`src/rtl/core/tmb_pkg.sv`:
```
`timescale 1ns / 1ps
// ----------------------------------------------------------------------------
// Timer bank package
// Shared constants, codes and item types of the tick timer bank.
// ----------------------------------------------------------------------------
package tmb_pkg;

  localparam int TIMERS      = 8;
  localparam int MAX_RESULTS = 8;
  localparam int IDX_W       = (TIMERS > 1) ? $clog2(TIMERS) : 1;
  localparam int CNT_W       = $clog2(TIMERS + 1);
  localparam int NRES_W      = $clog2(MAX_RESULTS + 1);
  localparam int SLOT_W      = 3;
  localparam int ID_W        = 8;
  localparam int PERIOD_W    = 32;
  localparam int QUEUE_DEPTH = 2;
  localparam int QPTR_W      = (QUEUE_DEPTH > 1) ? $clog2(QUEUE_DEPTH) : 1;
  localparam int QCNT_W      = $clog2(QUEUE_DEPTH + 1);

  typedef logic [IDX_W-1:0]    idx_t;
  typedef logic [CNT_W-1:0]    cnt_t;
  typedef logic [SLOT_W-1:0]   slot_t;
  typedef logic [PERIOD_W-1:0] period_t;

  typedef enum logic [1:0] {
    OP_CREATE = 2'd0,
    OP_START  = 2'd1,
    OP_STOP   = 2'd2,
    OP_TICK   = 2'd3
  } op_t;

  typedef enum logic [1:0] {
    EV_CREATE = 2'd0,
    EV_CTRL   = 2'd1,
    EV_EXPIRE = 2'd2
  } kind_t;

  typedef struct packed {
    op_t     op;
    logic    id_ok;
    idx_t    id;
    logic    mode;
    period_t period;
  } cmd_t;

  typedef struct packed {
    kind_t kind;
    slot_t slot;
    logic  failed;
    logic  last;
  } res_t;

endpackage

```
`src/rtl/core/tmb_front.sv`:
```
`timescale 1ns / 1ps
// ----------------------------------------------------------------------------
// Timer bank front end
// Decodes incoming items into commands and queues them for the back end.
// ----------------------------------------------------------------------------
module tmb_front (
  input  logic                     clk,
  input  logic                     rst,
  input  logic                     in_valid,
  output logic                     in_ready,
  input  logic [1:0]               func,
  input  logic [tmb_pkg::ID_W-1:0] timer_id,
  input  logic                     repeat_mode,
  input  tmb_pkg::period_t         period_ticks,
  output logic                     q_valid,
  input  logic                     q_pop,
  output tmb_pkg::cmd_t            q_cmd
);

  tmb_pkg::cmd_t                     cmd_in;
  tmb_pkg::cmd_t                     queue [tmb_pkg::QUEUE_DEPTH];
  logic [tmb_pkg::QPTR_W-1:0]        wr_ptr;
  logic [tmb_pkg::QPTR_W-1:0]        rd_ptr;
  logic [tmb_pkg::QCNT_W-1:0]        count;
  logic                              push;
  logic                              pop;

  always_comb begin
    cmd_in.op     = tmb_pkg::op_t'(func);
    cmd_in.id_ok  = {1'b0, timer_id} < (tmb_pkg::ID_W + 1)'(tmb_pkg::TIMERS);
    cmd_in.id     = tmb_pkg::idx_t'(timer_id);
    cmd_in.mode   = repeat_mode;
    cmd_in.period = period_ticks;
  end

  assign in_ready = count != tmb_pkg::QCNT_W'(tmb_pkg::QUEUE_DEPTH);
  assign q_valid  = count != '0;
  assign push     = in_valid && in_ready;
  assign pop      = q_pop && q_valid;
  assign q_cmd    = queue[rd_ptr];

  always_ff @(posedge clk) begin
    if (push) begin
      queue[wr_ptr] <= cmd_in;
    end
  end

  always_ff @(posedge clk) begin
    if (rst) begin
      wr_ptr <= '0;
      rd_ptr <= '0;
      count  <= '0;
    end else begin
      if (push) begin
        wr_ptr <= wr_ptr + 1'b1;
      end
      if (pop) begin
        rd_ptr <= rd_ptr + 1'b1;
      end
      if (push && !pop) begin
        count <= count + 1'b1;
      end else if (pop && !push) begin
        count <= count - 1'b1;
      end
    end
  end

endmodule

```
`src/rtl/core/tmb_back.sv`:
```
`timescale 1ns / 1ps
// ----------------------------------------------------------------------------
// Timer bank back end
// Holds the timer store, executes commands and walks the bank on each tick.
// ----------------------------------------------------------------------------
module tmb_back (
  input  logic          clk,
  input  logic          rst,
  input  logic          q_valid,
  output logic          q_pop,
  input  tmb_pkg::cmd_t q_cmd,
  output logic          out_valid,
  input  logic          out_ready,
  output tmb_pkg::res_t out_res
);

  typedef enum logic [1:0] {
    ST_IDLE = 2'b01,
    ST_WALK = 2'b10
  } state_t;

  state_t                        st;
  tmb_pkg::period_t              reload_value [tmb_pkg::TIMERS];
  tmb_pkg::period_t              remaining [tmb_pkg::TIMERS];
  logic [tmb_pkg::TIMERS-1:0]    periodic;
  logic [tmb_pkg::TIMERS-1:0]    armed;
  tmb_pkg::cnt_t                 created_count;
  tmb_pkg::cnt_t                 walk_idx;
  logic [tmb_pkg::NRES_W-1:0]    n_rep;
  logic                          pend_valid;
  tmb_pkg::idx_t                 pend_slot;

  tmb_pkg::idx_t                 cur;
  tmb_pkg::idx_t                 new_idx;
  tmb_pkg::period_t              rem;
  tmb_pkg::period_t              dec;
  logic                          hit;
  logic                          report;
  logic                          walk_more;
  logic                          out_free;
  logic                          step_ok;
  logic                          take;
  logic                          create_fail;
  logic                          load_out;
  tmb_pkg::res_t                 out_next;

  always_comb begin
    out_free    = !out_valid || out_ready;
    cur         = tmb_pkg::idx_t'(walk_idx);
    new_idx     = tmb_pkg::idx_t'(created_count);
    rem         = remaining[cur];
    dec         = (rem != '0) ? rem - 1'b1 : '0;
    hit         = armed[cur] && (dec == '0);
    report      = hit && (n_rep < tmb_pkg::NRES_W'(tmb_pkg::MAX_RESULTS));
    walk_more   = walk_idx < created_count;
    step_ok     = !(report && pend_valid && !out_free);
    take        = (st == ST_IDLE) && q_valid && out_free;
    create_fail = created_count >= tmb_pkg::CNT_W'(tmb_pkg::TIMERS);
    q_pop       = take;

    load_out        = 1'b0;
    out_next.kind   = tmb_pkg::EV_EXPIRE;
    out_next.slot   = tmb_pkg::slot_t'(pend_slot);
    out_next.failed = 1'b0;
    out_next.last   = 1'b0;
    case (st)
      ST_IDLE: begin
        if (take && q_cmd.op != tmb_pkg::OP_TICK) begin
          load_out      = 1'b1;
          out_next.last = 1'b1;
          if (q_cmd.op == tmb_pkg::OP_CREATE) begin
            out_next.kind   = tmb_pkg::EV_CREATE;
            out_next.failed = create_fail;
            out_next.slot   = create_fail ? '0 : tmb_pkg::slot_t'(created_count);
          end else begin
            out_next.kind   = tmb_pkg::EV_CTRL;
            out_next.failed = !q_cmd.id_ok;
            out_next.slot   = q_cmd.id_ok ? tmb_pkg::slot_t'(q_cmd.id) : '0;
          end
        end
      end
      ST_WALK: begin
        if (walk_more) begin
          load_out = report && pend_valid && step_ok;
        end else begin
          load_out      = pend_valid && out_free;
          out_next.last = 1'b1;
        end
      end
      default: begin
        load_out = 1'b0;
      end
    endcase
  end

  always_ff @(posedge clk) begin
    if (rst) begin
      st            <= ST_IDLE;
      created_count <= '0;
      armed         <= '0;
      out_valid     <= 1'b0;
      pend_valid    <= 1'b0;
      walk_idx      <= '0;
      n_rep         <= '0;
    end else begin
      if (load_out) begin
        out_valid <= 1'b1;
      end else if (out_ready) begin
        out_valid <= 1'b0;
      end
      case (st)
        ST_IDLE: begin
          if (take) begin
            case (q_cmd.op)
              tmb_pkg::OP_CREATE: begin
                if (!create_fail) begin
                  created_count  <= created_count + 1'b1;
                  armed[new_idx] <= 1'b1;
                end
              end
              tmb_pkg::OP_START: begin
                if (q_cmd.id_ok) begin
                  armed[q_cmd.id] <= 1'b1;
                end
              end
              tmb_pkg::OP_STOP: begin
                if (q_cmd.id_ok) begin
                  armed[q_cmd.id] <= 1'b0;
                end
              end
              tmb_pkg::OP_TICK: begin
                st         <= ST_WALK;
                walk_idx   <= '0;
                n_rep      <= '0;
                pend_valid <= 1'b0;
              end
              default: begin
                st <= ST_IDLE;
              end
            endcase
          end
        end
        ST_WALK: begin
          if (walk_more) begin
            if (step_ok) begin
              walk_idx <= walk_idx + 1'b1;
              if (hit && !periodic[cur]) begin
                armed[cur] <= 1'b0;
              end
              if (report) begin
                pend_valid <= 1'b1;
                n_rep      <= n_rep + 1'b1;
              end
            end
          end else if (!pend_valid || out_free) begin
            st         <= ST_IDLE;
            pend_valid <= 1'b0;
          end
        end
        default: begin
          st <= ST_IDLE;
        end
      endcase
    end
  end

  always_ff @(posedge clk) begin
    if (load_out) begin
      out_res <= out_next;
    end
    if (st == ST_WALK && walk_more && step_ok && report) begin
      pend_slot <= cur;
    end
  end

  always_ff @(posedge clk) begin
    if (take && q_cmd.op == tmb_pkg::OP_CREATE && !create_fail) begin
      reload_value[new_idx] <= q_cmd.period;
      remaining[new_idx]    <= q_cmd.period;
      periodic[new_idx]     <= q_cmd.mode;
    end else if (take && q_cmd.op == tmb_pkg::OP_START && q_cmd.id_ok) begin
      remaining[q_cmd.id] <= reload_value[q_cmd.id];
    end else if (st == ST_WALK && walk_more && step_ok && armed[cur]) begin
      remaining[cur] <= (hit && periodic[cur]) ? reload_value[cur] : dec;
    end
  end

endmodule

```
`src/rtl/core/multi_channel_tick_timer_bank_top.sv`:
```
`timescale 1ns / 1ps
// ----------------------------------------------------------------------------
// Multi-channel tick timer bank
// Bank of one-shot and periodic countdown timers driven by a command stream.
// ----------------------------------------------------------------------------
// Create, start and stop pass through the queue and the output register, one item per
// cycle while the output is free and no tick is walked. A tick walks the created
// timers, one timer store entry per cycle unless an expiry result is held by the output.
// A two-item queue lets the front end keep accepting while a tick is walked.
// Synchronous reset empties the queue, clears all armed flags and the count.
// ----------------------------------------------------------------------------
module multi_channel_tick_timer_bank_top (
  input  logic        clk,
  input  logic        rst,
  input  logic        s_tvalid,
  output logic        s_tready,
  input  logic [47:0] s_tdata,   // timer_id[7:0], repeat_mode[8], period_ticks[40:9]
  input  logic [1:0]  s_tuser,   // func[1:0]
  output logic        m_tvalid,
  input  logic        m_tready,
  output logic [7:0]  m_tdata,   // slot[2:0], failed[3]
  output logic [1:0]  m_tuser,   // event_kind[1:0]
  output logic        m_tlast    // last_of_run
);

  logic          q_valid;
  logic          q_pop;
  tmb_pkg::cmd_t q_cmd;
  tmb_pkg::res_t res;

  tmb_front u_front (
    .clk          (clk),
    .rst          (rst),
    .in_valid     (s_tvalid),
    .in_ready     (s_tready),
    .func         (s_tuser),
    .timer_id     (s_tdata[7:0]),
    .repeat_mode  (s_tdata[8]),
    .period_ticks (s_tdata[40:9]),
    .q_valid      (q_valid),
    .q_pop        (q_pop),
    .q_cmd        (q_cmd)
  );

  tmb_back u_back (
    .clk       (clk),
    .rst       (rst),
    .q_valid   (q_valid),
    .q_pop     (q_pop),
    .q_cmd     (q_cmd),
    .out_valid (m_tvalid),
    .out_ready (m_tready),
    .out_res   (res)
  );

  assign m_tdata = {4'b0000, res.failed, res.slot};
  assign m_tuser = res.kind;
  assign m_tlast = res.last;

endmodule

```
`config.mk`:
```
export PLATFORM = sky130hd
export DESIGN_NAME = multi_channel_tick_timer_bank_top
export DESIGN_NICKNAME = d
export VERILOG_FILES = /design/src/rtl/core/tmb_pkg.sv /design/src/rtl/core/tmb_front.sv /design/src/rtl/core/tmb_back.sv /design/src/rtl/core/multi_channel_tick_timer_bank_top.sv
export SDC_FILE = /design/constraint.sdc
export NUM_CORES = 1
export LEC_CHECK = 0
export CAP_MARGIN = 5
export CORE_ASPECT_RATIO = 0.8
export CORE_MARGIN = 3
export CORE_UTILIZATION = 58
export CTS_CLUSTER_DIAMETER = 200
export DETAILED_ROUTE_END_ITERATION = 12
export DONT_BUFFER_PORTS = 1
export PLACE_DENSITY = 0.76
export SYNTH_ARGS = -nofsm -noshare
export SYNTH_HDL_FRONTEND = slang
export SYNTH_HIERARCHICAL = 1
export SYNTH_SLANG_ARGS = --single-unit
```
`constraint.sdc`:
```
create_clock -name clk -period 6.4 [get_ports clk]
set_input_delay 0.32 -clock clk [delete_from_list [all_inputs] [get_ports clk]]
set_output_delay 0.32 -clock clk [all_outputs]
set_load 0.02 [all_outputs]
```
* After elaboration in Yosys (flattened, before gate mapping)
Memory sizes are Yosys's and may differ from the RTL's. A register that Yosys moved wholly into a read port is not among the register bits.
Index checks and enable logic that the tools add are counted.
** Storage, ports and cells
- Register bits :: 46
- Bits in writable memories :: 590
- Bits of input ports :: 54
- Output and inout bits :: 13
- Memories :: 3
** Memory list
- u_back.reload_value :: depth 8, width 32, rd ports 2, clocked after Yosys merged registers in 1, write ports 1, line tmb_back.sv:23 : tmb_pkg::period_t reload_value [tmb_pkg::TIMERS];
- u_back.remaining :: depth 8, width 32, rd ports 1, clocked after Yosys merged registers in 1, write ports 1, line tmb_back.sv:24 : tmb_pkg::period_t remaining [tmb_pkg::TIMERS];
- u_front.queue :: depth 2, width 39, rd ports 1, clocked after Yosys merged registers in 1, write ports 1, line tmb_front.sv:21 : tmb_pkg::cmd_t queue [tmb_pkg::QUEUE_DEPTH];
** Operators by class
- $add $sub $neg :: 8
- Magnitude comparators :: 10
- Eq/ne operators :: 22
- Mux-type cells :: 80
- Bitwise operators :: 7
- Reduce and logical (&&, ||, !) cells :: 53
** Operator list (count)
- two-way mux 32 bit :: 4
- OR reduction 32 bit :: 2
- two-way mux 8 bit :: 7
- zero test 32 bit :: 1
- two-way mux 4 bit :: 8
- nonzero test 32 bit :: 1
- subtractor 32 x 1 -> 32 bit (second input constant) :: 1
- two-way mux 1 bit :: 31
- logical AND 1 bit :: 26
- two-way mux 3 bit :: 8
- one-hot mux 8 bit (3 select lines) :: 1
- AND 8 bit :: 2
- NOT 8 bit :: 2
- bitwise OR 8 bit :: 2
- one-hot mux 4 bit (2 select lines) :: 2
- one-hot mux 8 bit (2 select lines) :: 1
- adder 4 x 1 -> 4 bit (second input constant) :: 3
- less-than comparator 3 x 4 -> 1 bit (second input constant) :: 3
- two-way mux 2 bit :: 6
- AND reduction 6 bit :: 2
- two-way mux 5 bit :: 2
- inequality test 2 x 1 -> 1 bit (second input constant) :: 5
- inequality test 2 bit (second input constant) :: 5
- demux 1 bit (select 3 bit) :: 3
- other kinds (27) :: 52

* Logic depth before layout (Yosys ltp)
- Depth after elaboration :: 16
- Depth in mapped cells :: 19
- Depth with buffers taken out :: 13

* By module
The synthesis kept the hierarchy.
** Modules (own cells, without submodules)
- tmb_back :: instances 1, cells an instance 1582, area each 25308.0 um2
- tmb_front :: instances 1, cells an instance 147, area each 3044.2 um2
- multi_channel_tick_timer_bank_top :: instances 1, cells an instance 5, area each 33.8 um2

* Least setup slack after synthesis
No wires, ideal clock.
- Path type :: flip-flop to flip-flop
- Start :: register (tool-made name)
- End :: memory u_back/remaining[0][0] in the netlist's numbering, enable pin
- Library setup time :: 0.472 ns
- Arrival :: 6.587 ns
- Slack :: -0.659 ns
- Stages on the path, launching flop included :: 20
- Path through :: dfxtp_1 buf_6 buf_6 buf_6 buf_2 mux4_2 mux2i_1 ha_1 inv_1 a21oi_1 nand3_1 nor4_4 mux2i_1 a31o_2 nand4_1 a21oi_2 a21o_1 buf_2 buf_4 o32ai_1
** RTL lines (line)
- to (decl) :: tmb_back.sv:24

==> impl_metrics.toml <==
[setup_path]
cp.required_ns = 6.73
crit_buf_inv = 2
cp_max_fo = 40
critPathTopFamily = "simple AND/OR/NAND/NOR gates"
crit_path_top_delay_cell = "dfxtp_4"
arrival_ns = 6.35
startpoint_type = "flip-flop"
max_stage_delay_ns = 0.73
end_kind = "flip-flop"
crit_chain = "buf_4, mux4_2, mux2i_1, nand4_1, or4_1, or4_4, o22ai_1, a31o_2, nand4_1, a21oi_2, a21o_2, buf_12, mux2i_1"
critical_path_class = "reg -> reg"

[clock_network]
cts_buffers = 58
cts_sinks = 640
insertion_delay_ns = 0.64
cts_root_buffer = "clkbuf_16"
cts_tree = "yes"
cts_htree_levels = 2
clockBufferDepth = 3
path_clk_slew_ns = 0.07

[die]
dieArea_sq_mm = 0.0516
io_pins = 67
initial_core_util_pct = 59.5
die_w_um = 253
core_area_sq_mm = 0.0477
row_count = 71
die_h_um = 204

[cells_and_area]
syn2layout_area_growth_pct = 12.4
regArea_sq_mm = 0.0189
fin_util_pct = 66.9
final_cell_mix = "edfxtp_1, mux4_2, a22oi_1, nor2_1"
final_nets = 1872
stdcell_count = 2470
multi_input_area_sq_mm = 0.00910
fill_cells = 3114
layout_commonest_cell = "edfxtp_1"
stdcell_area_sq_mm = 0.0319
drive_gt1_share_pct = 22.2
antenna_cells = 0

[global_route]
groute.usage.overall_pct = 27.3
grt_start_max_net_pins = 72
globalRouteOverflowTotal = 0
grt_pass1_vias = 17415
grt_pass1_wl_mm = 105
met1_usage_pct = 39.0
use_met2_pct = 42.5
grt_use_met3_pct = 4.35
antenna_found_initial = 0
busiest_layer = "met2"

[synthesis]
syn-cell-area_sq_mm = 0.0284
synth_area_per_cell_sq_um = 16.4
async_flop_share_pct = 0
synth_cell_types = 79
synthCells = 1734
synthFlopType = "edfxtp_1"
ys_seq_area_share_pct = 66.6
synth_top_cell_area_share_pct = 64.3
synth_largest_area_cell = "edfxtp_1"
yosys-top-cells-area = "edfxtp_1, mux4_2, mux2_2"
ys_warn_count = 6
synth-edff-count = 608
ys_seq_elements = 640

[timing]
setup_violations = 0
finalMaxSlewViolations = 0
max_freq_ghz = 0.166
finalWorstSetupSlack_ns = 0.378
slew_headroom_pct = 27.4
period_minus_slack_ns = 6.02
fin_crit_sh_pct = 94.1
hold_viol = 0
rsz0062_at_grt = "false"
skew_ns = 0.0404
worst_pin_slew_ns = 1.09

[route]
drc = 0
wl_per_cell_um = 28.4
drt_pass1_iterations = 8
dr_total_vias = 17256
ant_nets = 0
vias_per_cell = 6.99
drt-total-wl_mm = 70.2
drt_iter0_drc = 2281

[place]
place_congestion = 0.947
dpl-instance-area_sq_mm = 0.0296
post-dp-hpwl_mm = 41.3
dpl.cell_count = 2320
port_buffers = 0
post-place-ws_ns = 0.347

[hold_path]
hold_path.class = "in -> reg"

[pwr]
p_total_uw = 10700
powerDensity_mw_per_mm2 = 335
peakVddDrop_v = 0.000306
cellLeakagePower_uw = 0.0100

[run_status]
run_status = "completed"

[job]
drv_cap = 0
[cells in the mapped netlist (all sizes together) (5+ instances only)]
library cell and count:
edfxtp 608, nor4 11, nor2b 11, a22o 35
nand4 48, o32ai 10, o22ai 11, nor3 18
mux2i 78, nand3 23, mux4 125, or3 5
o21bai 7, clkbuf 67, a221oi 36, ha 15
buf 45, xor2 11, xnor2 15, and3 9
dfxtp 32, a21o 5, inv 21, and2 8
nor2 91, nand2 57, mux2 76, a31oi 13
a21oi 41, a22oi 85, o31ai 5, o21ai 49
nand2b 11
[flip-flops by register name, indices dropped and copies added (netlist names), named ones only]
signal / count
u_back/reload_value: 256
u_back/remaining: 256
u_front/queue: 78
u_back/armed: 8
u_back/periodic: 8
u_back/out_res: 7
u_back/created_count: 4
u_back/n_rep: 4
u_back/walk_idx: 4
u_back/pend_slot: 3
u_back/st: 2
u_front/count: 2
u_back/out_valid: 1
u_back/pend_valid: 1
u_front/rd_ptr: 1
u_front/wr_ptr: 1
[final timing paths]
| kind | startpoint | to | slack (ns) | cells past startpoint |
|---|---|---|---|---|
| min reg2reg | u_back/n_rep[1] | u_back/n_rep[1] | 0.48 | 2 |
| max | flip-flop | u_back/remaining[3][2] | 0.38 | 13 |
| max reg2reg | flip-flop | u_back/remaining[3][2] | 0.38 | 13 |
| min | m_tready | u_back/out_valid | 0.08 | 2 |
[layer usage]
metal | routed length (um) | part of all wire [%]
met5 | 0 | 0
met4 | 2910 | 4.1
met3 | 7130 | 10
met2 | 32600 | 46
met1 | 27600 | 39
[cell families (layout without fill, tap and decap cells)]
kind of cell               after synthesis  after routing  synth area share (%)
and+or+nand+nor                        318            318                  5.82
xor gates and xnor gates                26             26                 0.802
buffers and inverters                  135            248                  2.25
AOI/OAI and AO/OA                      320            320                  8.11
other                                    1              4                0.0132
muxes                                  279            279                  15.8
DFF                                    640            640                  66.6
adders and majority gates               15             15                 0.661
[per-stage QoR]
step | setup TNS, ns | hold slack, ns
2_1_floorplan | -142.56 | 0.389
3_3_place_gp | 0 | 0.391
3_5_place_dp | 0 | 0.396
4_1_cts | 0 | 0.0540
5_1_grt | 0 | 0.0820
6_report | 0 | 0.0836
[cell type report]
class,count,share of cell area (%)
Sequential cell,640,59.3
Multi-Input combinational cell,962,28.5
Clock buffer,66,4.64
Timing Repair Buffer,118,3.54
Tap cell,620,2.43
Clock inverter,41,1.33
Inverter,23,0.271
[timing repair]
| item | in CTS | in global routing |
|---|---|---|
| endpoints found under the setup margin | 0 | 117 |
| resized for setup | 0 | 0 |
| endpoints found under the hold margin | 106 | 0 |
| hold buffers | 42 | 0 |
| buffers inserted | 0 | 1 |
[power by group]
part / internal, uW / switching (uW) / leakage [uW]
clock: 1950 / 1520 / 0.000916
sequential: 5130 / 85.4 / 0.00576
combinational: 647 / 1360 / 0.00336
total: 7730 / 2970 / 0.0100
[worst register-to-register path, cell delays in order (launching register included)]
cell,delay (ns)
dfxtp_4,0.73
buf_4,0.31
mux4_2,0.30
mux2i_1,0.48
nand4_1,0.21
or4_1,0.67
or4_4,0.65
o22ai_1,0.18
a31o_2,0.25
nand4_1,0.41
a21oi_2,0.42
a21o_2,0.20
buf_12,0.32
mux2i_1,0.62
No activity file was read; power rests on OpenSTA's default activity.
